$ cat src/hdl/rlcw_pkg.sv
// ---------------------------------------------------------------------------
// rlcw_pkg: shared types and helpers for the rainbow color wheel
// Word layouts passed between front, queue and back, plus the divider step
// and the six-segment wheel lookup.
// ---------------------------------------------------------------------------
package rlcw_pkg;

    localparam int          QUEUE_DEPTH_DEFAULT = 2;
    localparam logic [7:0]  LED_COUNT_RESET     = 8'd255;
    localparam logic [7:0]  WHEEL_FULL          = 8'd255;

    // steps of the shifting dividers
    localparam int MOD_STEPS = 9;   // 9-bit dividend reduced mod count
    localparam int QUO_STEPS = 9;   // low quotient bits of the wheel phase

    // wheel segments
    localparam logic [2:0] SEG_RED_GREEN_UP  = 3'd0;
    localparam logic [2:0] SEG_RED_DOWN      = 3'd1;
    localparam logic [2:0] SEG_BLUE_UP       = 3'd2;
    localparam logic [2:0] SEG_GREEN_DOWN    = 3'd3;
    localparam logic [2:0] SEG_RED_UP        = 3'd4;

    // word held in the queue between front and back
    typedef struct packed {
        logic [8:0] sum;
        logic [7:0] step;
    } item_t;

    // remainder stages
    typedef struct packed {
        logic [8:0] sum;
        logic [7:0] step;
        logic [7:0] rem_pos;
        logic [7:0] rem_step;
    } mod_t;

    // quotient stages
    typedef struct packed {
        logic [7:0] pos;
        logic [7:0] rem;
        logic [1:0] top;
        logic [8:0] quo;
    } quo_t;

    typedef struct packed {
        logic [7:0] red;
        logic [7:0] green;
        logic [7:0] blue;
    } color_t;

    // one restoring step: shift a dividend bit in, subtract if it fits
    function automatic logic [7:0] mod_shift_sub(input logic [7:0] rem,
                                                 input logic       din,
                                                 input logic [7:0] n);
        logic [8:0] t;
        t = {rem, din};
        if (t >= {1'b0, n})
        begin
            t = t - {1'b0, n};
        end
        return t[7:0];
    endfunction

    // phase (0..1535) to color
    function automatic color_t wheel_color(input logic [10:0] q);
        color_t     c;
        logic [7:0] x;
        x = q[7:0];
        unique case (q[10:8])
            SEG_RED_GREEN_UP: c = '{red: WHEEL_FULL,     green: x,              blue: 8'd0};
            SEG_RED_DOWN:     c = '{red: WHEEL_FULL - x, green: WHEEL_FULL,     blue: 8'd0};
            SEG_BLUE_UP:      c = '{red: 8'd0,           green: WHEEL_FULL,     blue: x};
            SEG_GREEN_DOWN:   c = '{red: 8'd0,           green: WHEEL_FULL - x, blue: WHEEL_FULL};
            SEG_RED_UP:       c = '{red: x,              green: 8'd0,           blue: WHEEL_FULL};
            default:          c = '{red: WHEEL_FULL,     green: 8'd0,
                                    blue: WHEEL_FULL - x};
        endcase
        return c;
    endfunction

endpackage

$ cat src/hdl/rlcw_front.sv
// ---------------------------------------------------------------------------
// rlcw_front: input stage of the color wheel
// Takes step/rotation words, forms the 9-bit position sum and hands the
// word to the queue.
// ---------------------------------------------------------------------------
module rlcw_front (
    input  logic                 clk,
    input  logic                 rst_n,
    input  logic                 s_tvalid,
    output logic                 s_tready,
    input  logic [15:0]          s_tdata,    // [7:0] step, [15:8] rotation
    output logic                 out_valid,
    input  logic                 out_ready,
    output rlcw_pkg::item_t      out_item
);
    import rlcw_pkg::*;

    logic  vld_reg;
    logic  vld_next;
    item_t item_reg;

    // free when empty or when the held word moves on this cycle
    assign s_tready  = !vld_reg || out_ready;
    assign out_valid = vld_reg;
    assign out_item  = item_reg;

    always_comb
    begin
        vld_next = vld_reg;
        if (s_tready)
        begin
            vld_next = s_tvalid;
        end
    end

    always_ff @(posedge clk or negedge rst_n)
    begin
        if (!rst_n)
        begin
            vld_reg <= 1'b0;
        end
        else
        begin
            vld_reg <= vld_next;
        end
    end

    // sum kept at 9 bits, no wrap
    always_ff @(posedge clk)
    begin
        if (s_tready && s_tvalid)
        begin
            item_reg.sum  <= {1'b0, s_tdata[7:0]} + {1'b0, s_tdata[15:8]};
            item_reg.step <= s_tdata[7:0];
        end
    end

endmodule

$ cat src/hdl/rlcw_queue.sv
// ---------------------------------------------------------------------------
// rlcw_queue: short FIFO between front and back
// Register-based; push and pop may happen in the same cycle.
// ---------------------------------------------------------------------------
module rlcw_queue #(
    parameter int DEPTH = rlcw_pkg::QUEUE_DEPTH_DEFAULT
) (
    input  logic                 clk,
    input  logic                 rst_n,
    input  logic                 in_valid,
    output logic                 in_ready,
    input  rlcw_pkg::item_t      in_item,
    output logic                 out_valid,
    input  logic                 out_ready,
    output rlcw_pkg::item_t      out_item
);
    import rlcw_pkg::*;

    localparam int PTR_W   = (DEPTH > 1) ? $clog2(DEPTH) : 1;
    localparam int COUNT_W = $clog2(DEPTH + 1);

    item_t              mem [DEPTH];
    logic [PTR_W-1:0]   wr_ptr_reg, wr_ptr_next;
    logic [PTR_W-1:0]   rd_ptr_reg, rd_ptr_next;
    logic [COUNT_W-1:0] count_reg, count_next;
    logic               push;
    logic               pop;

    assign in_ready  = (count_reg != COUNT_W'(DEPTH));
    assign out_valid = (count_reg != '0);
    assign out_item  = mem[rd_ptr_reg];
    assign push      = in_valid && in_ready;
    assign pop       = out_valid && out_ready;

    // pointer and fill bookkeeping
    always_comb
    begin
        wr_ptr_next = wr_ptr_reg;
        rd_ptr_next = rd_ptr_reg;
        count_next  = count_reg;
        if (push)
        begin
            wr_ptr_next = (wr_ptr_reg == PTR_W'(DEPTH - 1)) ? '0 : wr_ptr_reg + 1'b1;
        end
        if (pop)
        begin
            rd_ptr_next = (rd_ptr_reg == PTR_W'(DEPTH - 1)) ? '0 : rd_ptr_reg + 1'b1;
        end
        if (push && !pop)
        begin
            count_next = count_reg + 1'b1;
        end
        else if (pop && !push)
        begin
            count_next = count_reg - 1'b1;
        end
    end

    always_ff @(posedge clk or negedge rst_n)
    begin
        if (!rst_n)
        begin
            wr_ptr_reg <= '0;
            rd_ptr_reg <= '0;
            count_reg  <= '0;
        end
        else
        begin
            wr_ptr_reg <= wr_ptr_next;
            rd_ptr_reg <= rd_ptr_next;
            count_reg  <= count_next;
        end
    end

    // storage
    always_ff @(posedge clk)
    begin
        if (push)
        begin
            mem[wr_ptr_reg] <= in_item;
        end
    end

endmodule

$ cat src/hdl/rlcw_back.sv
// ---------------------------------------------------------------------------
// rlcw_back: divider pipeline and color lookup
// Nine remainder stages give position and step mod count; one stage takes
// the top of 1536*cs/n, nine more stages the low quotient bits, then the
// wheel lookup lands in the output register.
// ---------------------------------------------------------------------------
module rlcw_back (
    input  logic                 clk,
    input  logic                 rst_n,
    input  logic [7:0]           n,          // effective led count, 1..255
    input  logic                 in_valid,
    output logic                 in_ready,
    input  rlcw_pkg::item_t      in_item,
    output logic                 out_valid,
    input  logic                 out_ready,
    output logic [31:0]          out_data    // position, red, green, blue
);
    import rlcw_pkg::*;

    logic                  en;
    mod_t                  mod_in      [MOD_STEPS];
    mod_t                  mod_reg     [MOD_STEPS];
    logic [MOD_STEPS-1:0]  mod_vld_in;
    logic [MOD_STEPS-1:0]  mod_vld_reg;
    quo_t                  tri_next;
    quo_t                  tri_reg;
    logic                  tri_vld_reg;
    quo_t                  quo_in      [QUO_STEPS];
    quo_t                  quo_reg     [QUO_STEPS];
    logic [QUO_STEPS-1:0]  quo_vld_in;
    logic [QUO_STEPS-1:0]  quo_vld_reg;
    color_t                color;
    logic [31:0]           out_reg;
    logic                  out_vld_reg;

    // whole pipe advances unless a finished word is stuck at the output
    assign en        = !out_vld_reg || out_ready;
    assign in_ready  = en;
    assign out_valid = out_vld_reg;
    assign out_data  = out_reg;

    // remainder stages, MSB of the dividend first
    for (genvar k = 0; k < MOD_STEPS; k++)
    begin : g_mod
        localparam int BIT = MOD_STEPS - 1 - k;
        logic [8:0] step_ext;

        if (k == 0)
        begin : g_first
            assign mod_in[k]     = '{sum: in_item.sum, step: in_item.step,
                                     rem_pos: 8'd0, rem_step: 8'd0};
            assign mod_vld_in[k] = in_valid;
        end
        else
        begin : g_rest
            assign mod_in[k]     = mod_reg[k-1];
            assign mod_vld_in[k] = mod_vld_reg[k-1];
        end

        assign step_ext = {1'b0, mod_in[k].step};

        always_ff @(posedge clk or negedge rst_n)
        begin
            if (!rst_n)
            begin
                mod_vld_reg[k] <= 1'b0;
            end
            else if (en)
            begin
                mod_vld_reg[k] <= mod_vld_in[k];
            end
        end

        always_ff @(posedge clk)
        begin
            if (en)
            begin
                mod_reg[k].sum      <= mod_in[k].sum;
                mod_reg[k].step     <= mod_in[k].step;
                mod_reg[k].rem_pos  <= mod_shift_sub(mod_in[k].rem_pos,
                                                     mod_in[k].sum[BIT], n);
                mod_reg[k].rem_step <= mod_shift_sub(mod_in[k].rem_step,
                                                     step_ext[BIT], n);
            end
        end
    end

    // top quotient bits: 3*cs < 3n, so at most two subtractions
    always_comb
    begin
        logic [9:0] a;
        logic [9:0] n1;
        logic [9:0] n2;
        a  = {2'b0, mod_reg[MOD_STEPS-1].rem_step}
           + {1'b0, mod_reg[MOD_STEPS-1].rem_step, 1'b0};
        n1 = {2'b0, n};
        n2 = {1'b0, n, 1'b0};
        tri_next.pos = mod_reg[MOD_STEPS-1].rem_pos;
        tri_next.quo = 9'd0;
        if (a >= n2)
        begin
            tri_next.top = 2'd2;
            tri_next.rem = 8'(a - n2);
        end
        else if (a >= n1)
        begin
            tri_next.top = 2'd1;
            tri_next.rem = 8'(a - n1);
        end
        else
        begin
            tri_next.top = 2'd0;
            tri_next.rem = a[7:0];
        end
    end

    always_ff @(posedge clk or negedge rst_n)
    begin
        if (!rst_n)
        begin
            tri_vld_reg <= 1'b0;
        end
        else if (en)
        begin
            tri_vld_reg <= mod_vld_reg[MOD_STEPS-1];
        end
    end

    always_ff @(posedge clk)
    begin
        if (en)
        begin
            tri_reg <= tri_next;
        end
    end

    // low quotient bits, dividend bits below are all zero
    for (genvar j = 0; j < QUO_STEPS; j++)
    begin : g_quo
        logic [8:0] t;

        if (j == 0)
        begin : g_first
            assign quo_in[j]     = tri_reg;
            assign quo_vld_in[j] = tri_vld_reg;
        end
        else
        begin : g_rest
            assign quo_in[j]     = quo_reg[j-1];
            assign quo_vld_in[j] = quo_vld_reg[j-1];
        end

        assign t = {quo_in[j].rem, 1'b0};

        always_ff @(posedge clk or negedge rst_n)
        begin
            if (!rst_n)
            begin
                quo_vld_reg[j] <= 1'b0;
            end
            else if (en)
            begin
                quo_vld_reg[j] <= quo_vld_in[j];
            end
        end

        always_ff @(posedge clk)
        begin
            if (en)
            begin
                quo_reg[j].pos <= quo_in[j].pos;
                quo_reg[j].top <= quo_in[j].top;
                if (t >= {1'b0, n})
                begin
                    quo_reg[j].rem <= 8'(t - {1'b0, n});
                    quo_reg[j].quo <= {quo_in[j].quo[7:0], 1'b1};
                end
                else
                begin
                    quo_reg[j].rem <= t[7:0];
                    quo_reg[j].quo <= {quo_in[j].quo[7:0], 1'b0};
                end
            end
        end
    end

    // wheel lookup into the output register
    assign color = wheel_color({quo_reg[QUO_STEPS-1].top, quo_reg[QUO_STEPS-1].quo});

    always_ff @(posedge clk or negedge rst_n)
    begin
        if (!rst_n)
        begin
            out_vld_reg <= 1'b0;
        end
        else if (en)
        begin
            out_vld_reg <= quo_vld_reg[QUO_STEPS-1];
        end
    end

    always_ff @(posedge clk)
    begin
        if (en)
        begin
            out_reg <= {color.blue, color.green, color.red, quo_reg[QUO_STEPS-1].pos};
        end
    end

endmodule

$ cat src/hdl/rainbow_led_color_wheel_unit.sv
// ---------------------------------------------------------------------------
// rainbow_led_color_wheel_unit: six-segment rainbow color wheel
// Maps an LED step and rotation to a strip position and an RGB color.
// ---------------------------------------------------------------------------
// Usage:
//   Input stream s_*: one word per LED, step in bits [7:0], rotation in
//   bits [15:8]. Output stream m_*: position, red, green, blue, one byte
//   each from bit 0 up. One output word per input word, in order.
//   cfg_we/cfg_wdata set led_count (the wheel divisor); write it only when
//   no word is in flight. A count of zero behaves as one.
//   From input acceptance to m_tvalid a word passes one front register,
//   one queue slot, nine remainder stages, one top-quotient stage, nine
//   quotient stages and the output register.
//   Throughput is one word per cycle; each divider stage resolves one bit.
//   When m_tready is low the divider pipe holds; the front and the queue
//   keep taking words until the queue fills, then s_tready drops.
//   Reset sets led_count to 255 and empties front, queue and pipe.
// ---------------------------------------------------------------------------
module rainbow_led_color_wheel_unit #(
    parameter int QUEUE_DEPTH = rlcw_pkg::QUEUE_DEPTH_DEFAULT
) (
    input  logic        clk,
    input  logic        rst_n,
    input  logic        s_tvalid,
    output logic        s_tready,
    input  logic [15:0] s_tdata,     // [7:0] step, [15:8] rotation
    output logic        m_tvalid,
    input  logic        m_tready,
    output logic [31:0] m_tdata,     // [7:0] position, [15:8] red,
                                     // [23:16] green, [31:24] blue
    input  logic        cfg_we,
    input  logic [7:0]  cfg_wdata    // led_count
);
    import rlcw_pkg::*;

    logic [7:0] led_count_reg;
    logic [7:0] led_count_next;
    logic [7:0] n_eff;
    logic       front_valid;
    logic       front_ready;
    item_t      front_item;
    logic       queue_valid;
    logic       queue_ready;
    item_t      queue_item;

    // count register
    assign led_count_next = cfg_we ? cfg_wdata : led_count_reg;

    always_ff @(posedge clk or negedge rst_n)
    begin
        if (!rst_n)
        begin
            led_count_reg <= LED_COUNT_RESET;
        end
        else
        begin
            led_count_reg <= led_count_next;
        end
    end

    assign n_eff = (led_count_reg == 8'd0) ? 8'd1 : led_count_reg;

    rlcw_front u_front (
        .clk       (clk),
        .rst_n     (rst_n),
        .s_tvalid  (s_tvalid),
        .s_tready  (s_tready),
        .s_tdata   (s_tdata),
        .out_valid (front_valid),
        .out_ready (front_ready),
        .out_item  (front_item)
    );

    rlcw_queue #(
        .DEPTH (QUEUE_DEPTH)
    ) u_queue (
        .clk       (clk),
        .rst_n     (rst_n),
        .in_valid  (front_valid),
        .in_ready  (front_ready),
        .in_item   (front_item),
        .out_valid (queue_valid),
        .out_ready (queue_ready),
        .out_item  (queue_item)
    );

    rlcw_back u_back (
        .clk       (clk),
        .rst_n     (rst_n),
        .n         (n_eff),
        .in_valid  (queue_valid),
        .in_ready  (queue_ready),
        .in_item   (queue_item),
        .out_valid (m_tvalid),
        .out_ready (m_tready),
        .out_data  (m_tdata)
    );

`ifndef SYNTHESIS
    // every wheel color has one channel full and one channel off
    a_color_shape: assert property (@(posedge clk) disable iff (!rst_n)
        m_tvalid |-> (m_tdata[15:8] == 8'd255 || m_tdata[23:16] == 8'd255 ||
                      m_tdata[31:24] == 8'd255) &&
                     (m_tdata[15:8] == 8'd0 || m_tdata[23:16] == 8'd0 ||
                      m_tdata[31:24] == 8'd0))
        else $error("wheel color outside the six segments");

    // position is a true remainder of the count
    a_position_range: assert property (@(posedge clk) disable iff (!rst_n)
        m_tvalid |-> (m_tdata[7:0] < n_eff))
        else $error("position not below led count");

    // a word in the front register with the queue full must block input
    a_front_block: assert property (@(posedge clk) disable iff (!rst_n)
        (front_valid && !front_ready) |-> !s_tready)
        else $error("input taken while front is blocked");
`endif

endmodule

$ cat config.mk
export PLATFORM = sky130hd
export DESIGN_NAME = rainbow_led_color_wheel_unit
export DESIGN_NICKNAME = d
export VERILOG_FILES = /design/src/hdl/rlcw_pkg.sv /design/src/hdl/rlcw_front.sv /design/src/hdl/rlcw_queue.sv /design/src/hdl/rlcw_back.sv /design/src/hdl/rainbow_led_color_wheel_unit.sv
export SDC_FILE = /design/constraint.sdc
export NUM_CORES = 1
export LEC_CHECK = 0
export BUFFER_PORTS_ARGS = -buffer_cell sky130_fd_sc_hd__buf_2
export CAP_MARGIN = 0
export CORE_ASPECT_RATIO = 0.8
export CORE_UTILIZATION = 30
export CTS_BUF_LIST = sky130_fd_sc_hd__clkbuf_16
export CTS_CLUSTER_DIAMETER = 40
export DETAILED_ROUTE_END_ITERATION = 6
export SLEW_MARGIN = 20
export SYNTH_ARGS = -nofsm -noshare
export SYNTH_HDL_FRONTEND = slang
export SYNTH_HIERARCHICAL = 1
export SYNTH_SLANG_ARGS = --single-unit
$ cat constraint.sdc
create_clock -name clk -period 25.8 [get_ports clk]
set_input_delay 1.29 -clock clk [delete_from_list [all_inputs] [get_ports clk]]
set_output_delay 1.29 -clock clk [all_outputs]
set_load 0.01 [all_outputs]
-- After elaboration in Yosys (flattened, before gate mapping)
Memory sizes are Yosys's and may differ from the RTL's.
Cells that the tools add are included.
- output and inout bits: 34
- bits of input ports: 29
- memories: 3
- register bits: 100
- logic and storage cells: 257
- memory bits (writable): 574
- reductions and logical operators: 15
- bitwise operators: 18
- equal/unequal tests: 5
- muxes and demuxes: 120
- $lt $le $gt $ge: 29
- add/sub/neg operators: 36
- memory list (memory ; depth ; width ; read ports ; clocked after memory_dff ; write ports ; RTL line ; text):
    u_back.mod_reg ; 9 ; 33 ; 9 ; 0 ; 9 ; rlcw_back.sv:22 ; mod_t mod_reg [MOD_STEPS];
    u_back.quo_reg ; 9 ; 27 ; 9 ; 0 ; 9 ; rlcw_back.sv:29 ; quo_t quo_reg [QUO_STEPS];
    u_queue.mem ; 2 ; 17 ; 1 ; 0 ; 1 ; rlcw_queue.sv:22 ; item_t mem [DEPTH];
- operators by type and width (operator ; number):
    8-bit 2-to-1 mux ; 46
    9-bit by 8-bit greater-or-equal comparator with 1-bit output ; 25
    8-bit subtractor ; 27
    24-bit case mux with 5 select lines ; 1
    9-bit 2-to-1 mux ; 9
    1-bit 2-to-1 mux ; 60
    10-bit 2-to-1 mux ; 2
    1-bit OR ; 18
    8-bit by 9-bit adder with 10-bit output ; 1
    10-bit by 8-bit greater-or-equal comparator with 1-bit output ; 1
    10-bit by 9-bit greater-or-equal comparator with 1-bit output ; 1
    8-bit by 8-bit adder with 9-bit output ; 1
    1-bit by 8-bit greater-or-equal comparator with 1-bit output ; 1
    1-bit by 8-bit greater-or-equal comparator with 1-bit output (first input constant) ; 1
    8-bit zero test ; 1
    1-bit by 8-bit subtractor with 8-bit output ; 1
    1-bit by 8-bit subtractor with 8-bit output (first input constant) ; 1
    8-bit subtractor (first input constant) ; 1
    3-bit by 2-bit == test with 1-bit output (second input constant) ; 2
    1-bit logical AND ; 5
    1-bit zero test ; 4
    2-bit 2-to-1 mux ; 2
    2-bit nonzero test ; 2
    3-bit by 1-bit == test with 1-bit output (second input constant) ; 1
    other kinds (7) ; 9

-- Depth between registers and ports, before layout
- word-level depth: 7
- depth in mapped cells: 15
- depth with buffers taken out: 14

-- Modules after synthesis
The synthesis kept the hierarchy.
- modules (own cells, without submodules) (module ; cells an instance ; area an instance (um2) ; seq. area each (um2) ; times used):
    rlcw_back ; 2226 ; 27691.6 ; 14463.9 ; 1
    rlcw_queue ; 71 ; 1473.9 ; 1121.1 ; 1
    rlcw_front ; 62 ; 887.1 ; 535.5 ; 1
    rainbow_led_color_wheel_unit ; 27 ; 386.6 ; 210.2 ; 1

-- Least setup slack after synthesis
No wires, ideal clock.
- kind: input to register
- start: input m_tready
- end: register u_queue.count_reg[1]
- required time: 25.721 ns
- path slack: 12.994 ns
- setup time: 0.079 ns
- stages: 8
- arrival time: 12.727 ns
- path buffers: 2
- cells stage by stage: nor2b_1 -> inv_2 -> buf_1 -> buf_1 -> nand2_2 -> ha_1 -> nor2_1 -> xor2_1
- cells in the longest elaborated chain, start to end: 5
- elaborated cells between the ends (all ways): 7
- those cells by class: mux (1); reduce/logical (6)
- ends and longest elaborated chain (item ; RTL line ; text):
    start: declaration ; rainbow_led_color_wheel_unit.sv:28 ; input logic m_tready,
    1-bit logical OR * ; rlcw_back.sv:37 ; assign en = !out_vld_reg || out_ready;
    named net queue_ready ; rainbow_led_color_wheel_unit.sv:43 ; logic queue_ready;
    1-bit logical AND * ; rlcw_queue.sv:33 ; assign pop = out_valid && out_ready;
    1-bit zero test ; rlcw_queue.sv:49 ; if (push && !pop)
    1-bit logical AND ; rlcw_queue.sv:49 ;
    2-bit 2-to-1 mux or 2-bit nonzero test (tied branches) ; - ;
    end signal: assignment ; rlcw_queue.sv:71 ; count_reg <= count_next;
    end: declaration ; rlcw_queue.sv:25 ; logic [COUNT_W-1:0] count_reg, count_next;
The timed path passes the listed nets; every way through them passes the cells marked *.
A chain may end at the register's enable or synchronous reset.

==> results.sh <==
export IMPL_outcome="completed"
export IMPL_min_from="u_back/mod_reg[6][24]$_DFFE_PN_"
export IMPL_postCtsSetupBuffers=0
export IMPL_core_um2=101000
export IMPL_routed_wl_mm=58.1
export IMPL_finalSetupViolations=0
export IMPL_root_buffer="clkbuf_16"
export IMPL_wl_per_cell_um=14.9
export IMPL_period_share=0.162
export IMPL_firstDrtPassIters=5
export IMPL_worstMarginPinSlew_ns=1.03
export IMPL_cts_buffer_depth=3
export IMPL_crit_start="u_back/mod_reg[8][0]$_DFFE_PN_"
export IMPL_power_density_nw_per_um2=154
export IMPL_worst_clock_skew_ns=0.0325
export IMPL_rows=104
export IMPL_synth_cell_types=78
export IMPL_hp_class="reg2reg"
export IMPL_die_area_um2=103000
export IMPL_crit_family="compound AO/OA/AOI/OAI gates"
export IMPL_synth_top_area_frac=0.509
export IMPL_final_net_count=2810
export IMPL_async_reset_ff_frac=0.0601
export IMPL_ys_warn_count=6
export IMPL_peakVddDrop_mv=0.0756
export IMPL_crit_required_ns=26.14
export IMPL_track_usage=0.115
export IMPL_fmax_ghz=0.239
export IMPL_regToRegEndpoint="u_back/g_quo[0].t[8]$_DFFE_PN_"
export IMPL_fill_cells=9838
export IMPL_ys_seq_area_frac=0.537
export IMPL_drc_errors=0
export IMPL_via_per_inst=4.75
export IMPL_layout_cells_non_filler=3904
export IMPL_numCtsBuffers=77
export IMPL_worstSetupPathType="reg2reg"
export IMPL_first_iter_violations=1229
export IMPL_globalplace_congestion=0.821
export IMPL_grt_max_degree=115
export IMPL_tns_ns=0
export IMPL_cp_slowest_cell="a311o_1"
export IMPL_yosys_area_top_type="edfxtp_1"
export IMPL_power_w=0.00537
export IMPL_path_cells="ha_1 > fa_1 > a211oi_1 > o21bai_1 > a21oi_1 > xnor2_1 > inv_1 > ha_1 > a21oi_1 > o41ai_1 > nand3b_1 > a311o_1 > o21bai_1 > a2bb2oi_1"
export IMPL_intPower_w=0.00344
export IMPL_crit_cells=14
export IMPL_grt_pass1_wl_mm=95.5
export IMPL_min_period_ns=4.18
export IMPL_cts_tree="yes"
export IMPL_cts_hold_buf=0
export IMPL_p_switching_w=0.00193
export IMPL_dpl_hpwl_mm=37.2
export IMPL_antennaDiodeCount=0
export IMPL_clk_pin_slew_ns=0.06
export IMPL_placedCellCount=3763
export IMPL_syn_mean_instance_area_um2=12.8
export IMPL_crit_path_end="u_back/g_quo[0].t[8]$_DFFE_PN_"
export IMPL_area_growth_pct=15.0
export IMPL_grt_pass1_vias=17900
export IMPL_hold_violations=0
export IMPL_cts_resized=0
export IMPL_p_seq_frac=0.344
export IMPL_reg2reg_setup_slack_ns=21.62
export IMPL_cts_sinks=549
export IMPL_io_buffers=62
export IMPL_relSlewSlack=0.310
export IMPL_drtAntennaViolNets=0
export IMPL_synth_seq_cells=549
export IMPL_r2r_start="u_back/mod_reg[8][0]$_DFFE_PN_"
export IMPL_leakage_nw=13.8
export IMPL_initial_core_util=0.303
export IMPL_largest_reg_flops=216
export IMPL_grt_overflow_total=0
export IMPL_crit_fanout=17
export IMPL_antenna_found_initial=0
export IMPL_rsz0062_at_grt="no"
export IMPL_synth_edff_count=516
export IMPL_worstPathArrival_ns=4.52
export IMPL_yosysMostFrequentCell="edfxtp_1"
export IMPL_synth_commonest_cells="516 x edfxtp_1, 236 x ha_1, 226 x nor2_1"
export IMPL_vias=18600
export IMPL_critPathMaxStageDelay_ns=0.55
export IMPL_syn_inst=2386
export IMPL_drive_above_1_share=0.206
export IMPL_ios=63
export IMPL_cp_start_kind="flip-flop"
export IMPL_drv_slew=0
export IMPL_pwr_share_clk=0.194
export IMPL_path_buf_inv=1
export IMPL_clkLatencyLatePin_ns=0.63
export IMPL_synthTopCellsByArea="edfxtp_1 51%, ha_1 9.7%, mux2_2 4.7%"
export IMPL_rr_worst_depth=14
export IMPL_syn_area_um2=30400
export IMPL_end_kind="flip-flop"
export IMPL_htree_levels=3
export IMPL_combinationalPowerShare=0.462
export IMPL_synth_ff_type="edfxtp_1"
export IMPL_switching_share=0.360
export IMPL_fp_dieW_um=358
export IMPL_dieHeight_um=287
export IMPL_maxCapViolations=0
[worst min path at each step]
stage | depth (start not counted) | endpoint
after floorplan | 0 | u_back/mod_reg[1][16]$_DFFE_PN_
after global placement | 0 | u_back/quo_reg[3][9]$_DFFE_PN_
after detailed placement | 0 | u_back/mod_reg[2][27]$_DFFE_PN_
after CTS | 0 | u_back/mod_reg[7][24]$_DFFE_PN_
after global routing | 0 | u_back/mod_reg[1][27]$_DFFE_PN_
final | 0 | u_back/mod_reg[7][24]$_DFFE_PN_
[kinds of logic (layout without fill, tap and decap cells)]
kind of cell | count (synthesis) | in the layout | share of synthesized area
other cells | 1 | 3 | 0.000123
compound gates | 487 | 487 | 0.128
simple gates | 671 | 671 | 0.111
buf+inv | 166 | 357 | 0.0216
fa+ha+maj | 264 | 264 | 0.115
flops | 549 | 549 | 0.537
xor+xnor | 48 | 48 | 0.0138
mux | 200 | 200 | 0.0738
[cells in the final DEF, fill, tap and decap left out, types with 55 or more instances in the layout]
cell type,netlist,layout
edfxtp_1,516,516
nor2b_1,56,55
clkbuf_16,0,80
o21ai_0,98,98
buf_2,0,62
a21oi_1,87,87
mux2_2,128,128
ha_1,236,236
nor2_1,226,226
nand2_1,134,134
mux2i_1,55,55
inv_1,127,135
[power by group through the flow]
stage          clock (W)  combinational [W]  sequential, W
6_report         0.00104            0.00248        0.00185
5_1_grt          0.00111            0.00280        0.00190
4_1_cts          0.00108            0.00249        0.00186
3_5_place_dp           0            0.00247        0.00187
3_3_place_gp           0            0.00244        0.00186
2_1_floorplan          0            0.00202        0.00183
[layout make-up]
cell class / instances / area, µm² / share of cell area
clock buffer: 80 / 2000 / 0.0572
clock inverter: 61 / 581 / 0.0166
inverter: 137 / 524 / 0.0150
multi-input combinational: 1673 / 13500 / 0.385
sequential: 549 / 16300 / 0.467
tap: 1325 / 1660 / 0.0474
timing repair buffer: 79 / 438 / 0.0125
[per-stage QoR]
| step | utilization | worst slack (ns) | hold slack (ns) | cell area (µm²) |
|---|---|---|---|---|
| final | 0.348 | 21.62 | 0.405 | 35000 |
| after global routing | 0.348 | 21.32 | 0.403 | 35000 |
| after CTS | 0.348 | 21.64 | 0.407 | 35000 |
| after detailed placement | 0.322 | 21.26 | 0.405 | 32400 |
| after global placement | 0.322 | 21.27 | 0.401 | 32400 |
| after floorplan | - | 12.99 | 0.400 | 30400 |
[per-layer routing]
metal	vias to the layer above	global-route usage	routed length, µm
li1	9335	-	-
met2	302	0.165	24200
met3	84	0.0252	2460
met5	-	0	0
met4	0	0.0290	956
met1	8841	0.172	30500
Note: power is estimated with default switching activity, not from simulation.
